## src/rtl/core/hfs_pkg.sv

```systemverilog
`timescale 1ns / 1ps
// ----------------------------------------------------------------------------
// hfs_pkg
// Shared types, codes and small tables for the H4 frame splitter.
// ----------------------------------------------------------------------------
package hfs_pkg;

	localparam int MaxPacketBytes = 4096;
	localparam int PosW           = $clog2(MaxPacketBytes);
	localparam logic [PosW-1:0] LastPos = PosW'(MaxPacketBytes - 1);

	localparam logic [15:0] IsoLenMask = 16'h3fff;

	// indicator bytes
	localparam logic [7:0] IndEvt = 8'h04;
	localparam logic [7:0] IndAcl = 8'h02;
	localparam logic [7:0] IndSco = 8'h03;
	localparam logic [7:0] IndIso = 8'h05;

	// configuration register indexes
	localparam logic [1:0] RegLinkHdr = 2'd0;
	localparam logic [1:0] RegOpen    = 2'd1;

	typedef enum logic [2:0] {
		PH_SKIP,
		PH_NEXT,
		PH_HEAD,
		PH_BODY,
		PH_DROP
	} phase_t;

	typedef enum logic [1:0] {
		FK_EVT,
		FK_ACL,
		FK_SCO,
		FK_ISO
	} frame_kind_t;

	typedef enum logic [1:0] {
		RES_FRAME,
		RES_UNKNOWN,
		RES_TRUNC,
		RES_RUNT
	} res_kind_t;

	typedef enum logic [1:0] {
		BUF_EVT,
		BUF_ACL,
		BUF_ISO
	} buf_type_t;

	typedef struct packed {
		logic            has;
		res_kind_t       kind;
		buf_type_t       btype;
		logic [11:0]     offset;
		logic [11:0]     plen;
	} result_t;

	function automatic logic [2:0] hdr_len(input frame_kind_t fk);
		logic [2:0] n;
		case (fk)
			FK_EVT:  n = 3'd2;
			FK_ACL:  n = 3'd4;
			FK_SCO:  n = 3'd3;
			FK_ISO:  n = 3'd4;
			default: n = 3'd4;
		endcase
		return n;
	endfunction

	// sco goes to the event buffer
	function automatic buf_type_t buf_of(input frame_kind_t fk);
		buf_type_t t;
		case (fk)
			FK_ACL:  t = BUF_ACL;
			FK_ISO:  t = BUF_ISO;
			default: t = BUF_EVT;
		endcase
		return t;
	endfunction

endpackage

```

## src/rtl/core/hfs_parse.sv

```systemverilog
`timescale 1ns / 1ps
// ----------------------------------------------------------------------------
// hfs_parse
// Per-byte parse state and result decode for the H4 frame splitter.
// ----------------------------------------------------------------------------
module hfs_parse (
	input  logic             clk,
	input  logic             arst_n,
	input  logic             step,
	input  logic [7:0]       data_byte,
	input  logic             packet_end,
	input  logic [3:0]       link_header_bytes,
	input  logic             transport_open,
	output hfs_pkg::result_t res
);
	import hfs_pkg::*;

	phase_t          phase_q, phase_n;
	logic [PosW-1:0] pos_q, pos_n;
	frame_kind_t     fk_q, fk_n;
	logic [2:0]      hidx_q, hidx_n;
	logic [15:0]     pl_q, pl_n;
	logic [11:0]     fstart_q, fstart_n;
	logic [3:0]      skip_q, skip_n;

	logic            last;
	logic            skip_hold;
	logic            first;
	logic [11:0]     off;
	logic            known;
	frame_kind_t     ind_kind;
	logic [15:0]     pl_head;
	logic [2:0]      hidx_inc;
	logic            hdr_done;
	logic [15:0]     pl_dec;
	logic            done;

	assign last      = packet_end || (pos_q == LastPos);
	assign skip_hold = (phase_q == PH_SKIP) && (pos_q < {{(PosW-4){1'b0}}, link_header_bytes});
	assign first     = (phase_q == PH_SKIP) && !skip_hold;
	assign off       = first ? 12'd0 : 12'(pos_q - {{(PosW-4){1'b0}}, skip_q});

	always_comb begin
		known    = 1'b1;
		ind_kind = FK_EVT;
		case (data_byte)
			IndEvt:  ind_kind = FK_EVT;
			IndAcl:  ind_kind = FK_ACL;
			IndSco:  ind_kind = FK_SCO;
			IndIso:  ind_kind = FK_ISO;
			default: known = 1'b0;
		endcase
	end

	// length field capture while walking the frame header
	always_comb begin
		pl_head = pl_q;
		if (fk_q == FK_EVT && hidx_q == 3'd1) begin
			pl_head = {8'd0, data_byte};
		end else if (hidx_q == 3'd2 && fk_q != FK_EVT) begin
			pl_head = {8'd0, data_byte};
		end else if ((fk_q == FK_ACL || fk_q == FK_ISO) && hidx_q == 3'd3) begin
			pl_head = pl_q | {data_byte, 8'd0};
			if (fk_q == FK_ISO) begin
				pl_head = pl_head & IsoLenMask;
			end
		end
	end

	assign hidx_inc = hidx_q + 3'd1;
	assign hdr_done = hidx_inc >= hdr_len(fk_q);
	assign pl_dec   = pl_q - 16'd1;
	assign done     = ((phase_q == PH_HEAD) && hdr_done && (pl_head == 16'd0))
	               || ((phase_q == PH_BODY) && (pl_dec == 16'd0));

	// next state
	always_comb begin
		phase_n  = phase_q;
		pos_n    = pos_q;
		fk_n     = fk_q;
		hidx_n   = hidx_q;
		pl_n     = pl_q;
		fstart_n = fstart_q;
		skip_n   = skip_q;
		if (phase_q == PH_DROP) begin
			if (packet_end) begin
				phase_n = PH_SKIP;
			end
		end else begin
			pos_n = pos_q + PosW'(1);
			if (skip_hold) begin
				if (last) begin
					phase_n = packet_end ? PH_SKIP : PH_DROP;
					pos_n   = '0;
				end
			end else if (phase_q == PH_SKIP || phase_q == PH_NEXT) begin
				if (first) begin
					skip_n = pos_q[3:0];
				end
				if ((!first && data_byte == 8'd0) || !known || last) begin
					phase_n = packet_end ? PH_SKIP : PH_DROP;
					pos_n   = '0;
				end else begin
					phase_n = PH_HEAD;
				end
				if (known) begin
					fk_n     = ind_kind;
					fstart_n = off;
					hidx_n   = 3'd0;
					pl_n     = 16'd0;
				end
			end else begin
				if (phase_q == PH_HEAD) begin
					pl_n   = pl_head;
					hidx_n = hidx_inc;
					if (hdr_done && pl_head != 16'd0) begin
						phase_n = PH_BODY;
					end
				end else begin
					pl_n = pl_dec;
				end
				if (last) begin
					phase_n = packet_end ? PH_SKIP : PH_DROP;
					pos_n   = '0;
				end else if (done) begin
					phase_n = PH_NEXT;
				end
			end
		end
	end

	// result decode
	always_comb begin
		res        = '0;
		res.kind   = RES_FRAME;
		res.btype  = BUF_EVT;
		case (phase_q)
			PH_DROP: res.has = 1'b0;
			PH_SKIP, PH_NEXT: begin
				if (skip_hold) begin
					res.has  = last;
					res.kind = RES_RUNT;
				end else if (!first && data_byte == 8'd0) begin
					res.has = 1'b0;
				end else if (!known) begin
					res.has    = 1'b1;
					res.kind   = RES_UNKNOWN;
					res.offset = off;
				end else if (last) begin
					res.has    = 1'b1;
					res.kind   = RES_TRUNC;
					res.offset = off;
				end
			end
			PH_HEAD, PH_BODY: begin
				if (done) begin
					res.has    = transport_open;
					res.kind   = RES_FRAME;
					res.btype  = buf_of(fk_q);
					res.offset = fstart_q;
					res.plen   = off - fstart_q;
				end else if (last) begin
					res.has    = 1'b1;
					res.kind   = RES_TRUNC;
					res.offset = fstart_q;
				end
			end
			default: res.has = 1'b0;
		endcase
	end

	always_ff @(posedge clk or negedge arst_n) begin
		if (!arst_n) begin
			phase_q  <= PH_SKIP;
			pos_q    <= '0;
			fk_q     <= FK_EVT;
			hidx_q   <= '0;
			pl_q     <= '0;
			fstart_q <= '0;
			skip_q   <= '0;
		end else if (step) begin
			phase_q  <= phase_n;
			pos_q    <= pos_n;
			fk_q     <= fk_n;
			hidx_q   <= hidx_n;
			pl_q     <= pl_n;
			fstart_q <= fstart_n;
			skip_q   <= skip_n;
		end
	end

endmodule

```

## src/rtl/core/hci_h4_frame_splitter_top.sv

```systemverilog
`timescale 1ns / 1ps
// ----------------------------------------------------------------------------
// hci_h4_frame_splitter_top
// Splits H4 frames out of channel packets, one packet byte per transfer.
// ----------------------------------------------------------------------------
// Usage:
//   s_* carries packet bytes; s_tlast marks the last byte of a packet.
//   m_* carries one report per completed frame (only while the transport
//   is open) or per error: unknown indicator, truncated frame, runt packet.
//   cfg_* writes register 0 (link header length, reset 4) or register 1
//   (transport open, reset 0); other indexes are ignored. Write only while
//   the block is idle.
// Timing:
//   a byte is registered on input, parsed combinationally from that register and
//   its report, if any, is registered into the output register that drives m_*.
//   one byte per cycle is sustained while no report waits on m_tready; the
//   parse step between the input register and the report register is combinational.
// Reset:
//   arst_n clears the parse state to the start of a packet and the
//   registers to their reset values; no report is pending.
// Stall:
//   while m_tready is low a pending report holds; bytes that give no report
//   keep flowing, and the input stalls at the first byte that would report.
// ----------------------------------------------------------------------------
module hci_h4_frame_splitter_top (
	input  logic        clk,
	input  logic        arst_n,
	input  logic        s_tvalid,
	output logic        s_tready,
	input  logic [7:0]  s_tdata,   // data_byte
	input  logic        s_tlast,   // packet_end
	output logic        m_tvalid,
	input  logic        m_tready,
	output logic [23:0] m_tdata,   // frame_offset[11:0], payload_length[23:12]
	output logic [3:0]  m_tuser,   // kind[1:0], buffer_type[3:2]
	input  logic        cfg_valid,
	output logic        cfg_ready,
	input  logic [1:0]  cfg_index,
	input  logic [3:0]  cfg_data
);
	import hfs_pkg::*;

	logic        valid_s1;
	logic [7:0]  byte_s1;
	logic        end_s1;
	logic [3:0]  link_hdr_q;
	logic        open_q;
	logic        out_valid_q;
	res_kind_t   kind_q;
	buf_type_t   btype_q;
	logic [11:0] offset_q;
	logic [11:0] plen_q;
	result_t     res;
	logic        out_free;
	logic        adv;

	assign cfg_ready = 1'b1;

	always_ff @(posedge clk or negedge arst_n) begin
		if (!arst_n) begin
			link_hdr_q <= 4'd4;
			open_q     <= 1'b0;
		end else if (cfg_valid && cfg_ready) begin
			if (cfg_index == RegLinkHdr) begin
				link_hdr_q <= cfg_data;
			end else if (cfg_index == RegOpen) begin
				open_q <= cfg_data[0];
			end
		end
	end

	hfs_parse u_parse (
		.clk               (clk),
		.arst_n            (arst_n),
		.step              (adv),
		.data_byte         (byte_s1),
		.packet_end        (end_s1),
		.link_header_bytes (link_hdr_q),
		.transport_open    (open_q),
		.res               (res)
	);

	// a byte without a report never waits on the output side
	assign out_free = !out_valid_q || m_tready;
	assign adv      = valid_s1 && (!res.has || out_free);
	assign s_tready = !valid_s1 || adv;

	always_ff @(posedge clk or negedge arst_n) begin
		if (!arst_n) begin
			valid_s1 <= 1'b0;
		end else if (s_tready) begin
			valid_s1 <= s_tvalid;
		end
	end

	always_ff @(posedge clk) begin
		if (s_tready && s_tvalid) begin
			byte_s1 <= s_tdata;
			end_s1  <= s_tlast;
		end
	end

	always_ff @(posedge clk or negedge arst_n) begin
		if (!arst_n) begin
			out_valid_q <= 1'b0;
		end else if (out_free) begin
			out_valid_q <= adv && res.has;
		end
	end

	always_ff @(posedge clk) begin
		if (adv && res.has) begin
			kind_q   <= res.kind;
			btype_q  <= res.btype;
			offset_q <= res.offset;
			plen_q   <= res.plen;
		end
	end

	assign m_tvalid = out_valid_q;
	assign m_tdata  = {plen_q, offset_q};
	assign m_tuser  = {btype_q, kind_q};

	a_runt_zero: assert property (@(posedge clk) disable iff (!arst_n)
		(m_tvalid && kind_q == RES_RUNT) |-> (offset_q == 12'd0 && plen_q == 12'd0))
		else $error("runt report with nonzero fields");

	a_err_fields: assert property (@(posedge clk) disable iff (!arst_n)
		(m_tvalid && kind_q != RES_FRAME) |-> (btype_q == BUF_EVT && plen_q == 12'd0))
		else $error("error report with frame fields set");

	a_closed_no_frame: assert property (@(posedge clk) disable iff (!arst_n)
		(adv && res.has && !open_q) |-> (res.kind != RES_FRAME))
		else $error("frame reported while transport closed");

	a_hold_byte: assert property (@(posedge clk) disable iff (!arst_n)
		(valid_s1 && !adv) |=> (valid_s1 && $stable(byte_s1) && $stable(end_s1)))
		else $error("stalled byte lost");

	a_no_overwrite: assert property (@(posedge clk) disable iff (!arst_n)
		(m_tvalid && !m_tready) |=> (m_tvalid && $stable(m_tdata) && $stable(m_tuser)))
		else $error("pending report overwritten");

endmodule
```

## config.mk

```make
export PLATFORM = sky130hd
export DESIGN_NAME = hci_h4_frame_splitter_top
export DESIGN_NICKNAME = d
export VERILOG_FILES = /design/src/rtl/core/hfs_pkg.sv /design/src/rtl/core/hfs_parse.sv /design/src/rtl/core/hci_h4_frame_splitter_top.sv
export SDC_FILE = /design/constraint.sdc
export NUM_CORES = 1
export LEC_CHECK = 0
export BUFFER_PORTS_ARGS = -buffer_cell sky130_fd_sc_hd__clkbuf_2
export CAP_MARGIN = 10
export CORE_MARGIN = 4
export CORE_UTILIZATION = 30
export CTS_CLUSTER_SIZE = 20
export DETAILED_ROUTE_END_ITERATION = 12
export PLACE_DENSITY_LB_ADDON = 0.05
export SYNTH_ARGS = -nofsm -noshare
export SYNTH_HDL_FRONTEND = slang
export SYNTH_HIERARCHICAL = 1
export SYNTH_SLANG_ARGS = --single-unit
```

## constraint.sdc

```tcl
create_clock -name clk -period 4.95 [get_ports clk]
set_input_delay 0.2475 -clock clk [delete_from_list [all_inputs] [get_ports clk]]
set_output_delay 0.2475 -clock clk [all_outputs]
set_load 0.02 [all_outputs]
```

## After elaboration in Yosys (flattened, before gate mapping)

Cells that the tools add are included.

| word-level totals | value |
|---|---|
| logic and storage cells | 144 |
| register bits | 96 |

| cells by class | value |
|---|---|
| reductions and logical operators | 52 |
| $lt $le $gt $ge | 2 |
| multiplexer cells | 45 |
| bitwise logic cells | 4 |
| $add $sub $neg | 5 |
| equal/unequal tests | 19 |

Operators with widths:

| operator | number |
|---|---|
| 12-bit 2-to-1 mux | 11 |
| 16-bit 2-to-1 mux | 7 |
| 3-bit 2-to-1 mux | 18 |
| 16-bit zero test | 2 |
| 12-bit case mux with 2 select lines | 1 |
| 5-bit AND reduction | 4 |
| 8-bit by 2-bit == test with 1-bit output, second input constant | 2 |
| 8-bit by 3-bit == test with 1-bit output, second input constant | 2 |
| 16-bit bitwise OR | 1 |
| 16-bit nonzero test | 1 |
| 16-bit by 1-bit subtractor with 16-bit output, second input constant | 1 |
| 1-bit logical AND | 13 |
| 12-bit by 1-bit adder with 12-bit output, second input constant | 1 |
| 12-bit == test, second input constant | 1 |
| 3-bit by 2-bit == test with 1-bit output, second input constant | 4 |
| 12-bit by 4-bit less-than comparator with 1-bit output | 1 |
| 12-bit subtractor | 1 |
| 12-bit by 4-bit subtractor with 12-bit output | 1 |
| 5-bit nonzero test | 2 |
| 1-bit logical OR | 9 |
| 3-bit case mux with 3 select lines | 1 |
| 8-bit zero test | 1 |
| 2-bit case mux with 2 select lines | 2 |
| 3-bit by 1-bit == test with 1-bit output, second input constant | 2 |
| 22 further kinds | 38 |

## Depth between registers and ports, before layout

| logic depth | value |
|---|---|
| word-level depth | 16 |
| mapped depth | 22 |
| depth with buffers taken out | 20 |

## Hierarchy

Netlist, hierarchy kept.

By module, submodules not included:

| module | instances | area each (µm²) | cells an instance | sequential area each (µm²) |
|---|---|---|---|---|
| hfs_parse | 1 | 4367.9 | 574 | 1301.2 |
| hci_h4_frame_splitter_top | 1 | 1430.1 | 61 | 1287.5 |

## Least setup slack after synthesis

No wires, ideal clock.

| timing | value |
|---|---|
| path kind | reg-to-reg |
| from | register u_parse.pos_q[3] |
| to | register plen_q[10] (data pin) |
| path buffers | 2 |
| cell stages (with the launch flop) | 21 |
| arrival time | 4.060 ns |
| slack | 0.635 ns |
| cell sequence | dfrtp_1 -> ha_1 -> a211oi_1 -> o2111ai_1 -> and2_1 -> buf_6 -> clkbuf_1 -> nor2_1 -> inv_1 -> ha_1 -> fa_1 -> inv_1 -> a21oi_1 -> maj3_1 -> nand2b_1 -> o221ai_2 -> a31oi_1 -> maj3_2 -> a211oi_2 -> o21ai_0 -> and3b_1 |

| on the way | value |
|---|---|
| longest elaborated chain between the ends | 6 |

Ends and longest elaborated chain:

| what | RTL line | text |
|---|---|---|
| start, declared | hfs_parse.sv:19 | `logic [PosW-1:0] pos_q, pos_n;` |
| start signal, assigned | hfs_parse.sv:183 | `pos_q <= pos_n;` |
| 12-bit by 4-bit less-than comparator with 1-bit output | hfs_parse.sv:39 | `assign skip_hold = (phase_q == PH_SKIP) && (pos_q < {{(PosW-4){1'b0}}, link_header_bytes});` |
| 1-bit logical AND | hfs_parse.sv:39 |  |
| 1-bit zero test | hfs_parse.sv:40 | `assign first = (phase_q == PH_SKIP) && !skip_hold;` |
| 1-bit logical AND | hfs_parse.sv:40 |  |
| 12-bit 2-to-1 mux * | hfs_parse.sv:41 | `assign off = first ? 12'd0 : 12'(pos_q - {{(PosW-4){1'b0}}, skip_q});` |
| 12-bit subtractor * | hfs_parse.sv:161 | `res.plen = off - fstart_q;` |
| end signal, assigned | hci_h4_frame_splitter_top.sv:116 | `plen_q <= res.plen;` |
| end, declared | hci_h4_frame_splitter_top.sv:52 | `logic [11:0] plen_q;` |

Every way passes the cells marked *; elsewhere a longest branch is shown, timed or not.
A chain may end at the register's enable or synchronous reset.

## Final worst setup path

| timing | value |
|---|---|
| from | register u_parse.pos_q[3] |
| to | register plen_q[10] (data pin) |

| on the way | value |
|---|---|
| longest elaborated chain between the ends | 6 |

Ends and longest elaborated chain:

| what | RTL line | text |
|---|---|---|
| 12-bit by 4-bit less-than comparator with 1-bit output | hfs_parse.sv:39 |  |
| 1-bit logical AND | hfs_parse.sv:39 |  |
| 1-bit zero test | hfs_parse.sv:40 |  |
| 1-bit logical AND | hfs_parse.sv:40 |  |
| 12-bit 2-to-1 mux | hfs_parse.sv:41 |  |
| via u_parse.off[2] | hfs_parse.sv:29 | `logic [11:0] off;` |
| 12-bit subtractor | hfs_parse.sv:161 |  |

The timed path passes the listed nets, and every way through them passes these cells.

==> results.sh <==
export IMPL_status="completed"
export IMPL_skew_ns=0.00701
export IMPL_setup_slack_ns=0.507
export IMPL_cellPowerDensity_nw_per_um2=678
export IMPL_fp_dieW_um=147
export IMPL_portBuffers=49
export IMPL_dp_hpwl_mm=11.9
export IMPL_finalSetupTns_ns=0
export IMPL_clk_path_buf_depth=2
export IMPL_max_cap_violations=0
export IMPL_nets=733
export IMPL_avgSynthCellArea_um2=9.13
export IMPL_post_cts_resized=0
export IMPL_finish_instance_area_um2=6690
export IMPL_wl_per_cell_um=16.5
export IMPL_cts_setup_buffers=0
export IMPL_critPathMaxFanout=7
export IMPL_cp_required_ns=5.05
export IMPL_hold_buffers=0
export IMPL_leakage_nw=2.82
export IMPL_grt_ovfl_total=0
export IMPL_rows=50
export IMPL_cp_end_kind="flop"
export IMPL_worstPathArrival_ns=4.55
export IMPL_area_growth_pct=15.4
export IMPL_drt_initial_drc_count=365
export IMPL_mostFrequentLayoutCell="nor2_1"
export IMPL_drive_gt1_frac=0.150
export IMPL_synth_nets=680
export IMPL_grt_max_degree=60
export IMPL_grt_pass1_wl_mm=26.0
export IMPL_cts_sinks=96
export IMPL_worst_setup_path_start_kind="flop"
export IMPL_rsz0062_at_grt="false"
export IMPL_dieArea_um2=21600
export IMPL_setup_viol=0
export IMPL_slew_headroom=0.328
export IMPL_place_gp_congestion=0.870
export IMPL_dieHeight_um=147
export IMPL_ys_seq_elements=96
export IMPL_diodes=0
export IMPL_io_pins=51
export IMPL_num_vias=4807
export IMPL_finalHoldViolations=0
export IMPL_vias_per_cell=5.04
export IMPL_hold_class="in2async"
export IMPL_grtUsageTotal=0.151
export IMPL_crit_type="reg2reg"
export IMPL_async_flop_share=0.615
export IMPL_final_util=0.355
export IMPL_period_share=0.898
export IMPL_ys_types=72
export IMPL_r2r_start="u_parse/pos_q[3]"
export IMPL_place_ws_ns=0.490
export IMPL_syn_inst=635
export IMPL_critPathMaxStageDelay_ns=0.45
export IMPL_rrSetupSlack_ns=0.51
export IMPL_grt_pass1_vias=4593
export IMPL_peakVddDrop_mv=0.242
export IMPL_r2r_end="plen_q[10]"
export IMPL_antenna_found_initial=0
export IMPL_hold_ws_ns=0.0550
export IMPL_first_pass_iters=5
export IMPL_clk_pin_slew_ns=0.07
export IMPL_ys_warn_count=6
export IMPL_reg2reg_depth=16
export IMPL_synth_edf_count=37
export IMPL_wl_mm=15.7
export IMPL_drv_slew=0
export IMPL_max_freq_ghz=0.225
export IMPL_cts_root_buf="clkbuf_16"
export IMPL_numCtsBuffers=9
export IMPL_htreeDepth=3
export IMPL_drcViolationCount=0
export IMPL_synth_area_um2=5800
export IMPL_antenna_left=0
export IMPL_initial_core_util=0.308
export IMPL_critPathMostFrequentCell="ha_1"
export IMPL_clkLatencyLatePin_ns=0.35
export IMPL_worstMarginPinSlew_ns=1.00
export IMPL_cpMaxStageDelayCell="dfrtp_1"
export IMPL_tritoncts="done"
export IMPL_yosys_most_used_dff="dfrtp_1"
export IMPL_crit_path_cell_trace="ha_1 -> a211oi_1 -> o2111ai_1 -> and2_1 -> nor2_1 -> ha_1 -> a21oi_1 -> nand2_1 -> o2bb2ai_1 -> o22a_1 -> o221ai_2 -> a31oi_1 -> maj3_2 -> a211oi_2 -> or3_1 -> and3b_1"
export IMPL_layout_common_cells="78 x nor2_1, 62 x nand2_1, 58 x dfrtp_1"
export IMPL_coreArea_um2=18800
export IMPL_min_period_ns=4.44
export IMPL_placed_area_um2=6390
export IMPL_yosysSeqAreaShare=0.446
## per-stage QoR
step                      instances  total power, W
final                           953         0.00453
after global routing            953         0.00495
after CTS                       953         0.00457
after detailed placement        937         0.00384
after global placement          937         0.00386
after floorplan                 635         0.00311
## layout make-up
type	instances	area, um^2
inverter	41	154
fill	1965	12100
clock inverter	7	72.6
timing repair buffer	68	388
multi-input combinational	472	2940
sequential	96	2590
tap	260	325
clock buffer	9	225
## cells by family (layout without fill, tap and decap cells)
logic type      after synthesis  after routing  share of synthesized area
simple gates                240            240                      0.198
xor+xnor                     31             31                     0.0468
other cells                   1              1                   0.000647
fa+ha+maj                    28             28                     0.0619
buf+inv                      67            125                     0.0477
flops                        96             96                      0.446
compound gates              158            158                      0.172
mux                          14             14                     0.0259
## synthesized netlist by cell type (all sizes together) (15+ instances only)
| cell type | count | area, um^2 |
|---|---|---|
| ha | 23 | 288 |
| nand2 | 62 | 233 |
| clkbuf | 21 | 80.1 |
| xnor2 | 22 | 193 |
| nor2 | 79 | 297 |
| edfxtp | 37 | 1110 |
| a21oi | 31 | 155 |
| o21ai | 62 | 314 |
| nand3 | 16 | 80.1 |
| nand2b | 15 | 93.8 |
| inv | 41 | 154 |
| dfrtp | 58 | 1450 |
| nor3 | 23 | 120 |
## per-layer routing
layer,routed length (um),share of wire,vias up,track usage
met3,945,0.060,12,0.0290
met4,219,0.014,0,0.0475
met5,0,0,-,0
li1,-,-,2363,-
met2,6400,0.41,148,0.209
met1,8150,0.52,2284,0.236
## sequential cells by signal, summed over array words and instances (netlist names), 2 cells and up
register,flops
u_parse/pos_q,12
offset_q,12
u_parse/skip_q,4
u_parse/pl_q,16
btype_q,2
u_parse/fk_q,2
u_parse/hidx_q,3
u_parse/phase_q,3
plen_q,12
u_parse/fstart_q,12
link_hdr_q,4
byte_s1,8
kind_q,2
## worst max-delay path by stage
stage / start / to / slack (ns) / cells past startpoint
final: u_parse/pos_q[3] / plen_q[10] / 0.51 / 16
after global routing: u_parse/pos_q[3] / plen_q[10] / 0.18 / 16
after CTS: u_parse/pos_q[3] / plen_q[10] / 0.48 / 16
after detailed placement: u_parse/pos_q[3] / plen_q[10] / 0.49 / 16
after global placement: u_parse/pos_q[3] / plen_q[10] / 0.59 / 16
after floorplan: u_parse/pos_q[3] / plen_q[10] / 0.63 / 20
## worst max-delay path: cells and delay by family (launching register included)
family	cells	cell delay (ns)
adders and majority gates	3	0.94
and+or+nand+nor	5	1.11
AOI/OAI and AO/OA	8	1.68
DFF	1	0.45
## report_power, final
group / switching [W] / internal [W]
Combinational: 0.00154 / 0.000973
Clock: 0.000316 / 0.000392
Sequential: 0.000210 / 0.00110
Total: 0.00207 / 0.00246
(Power assumes the default switching activity.)
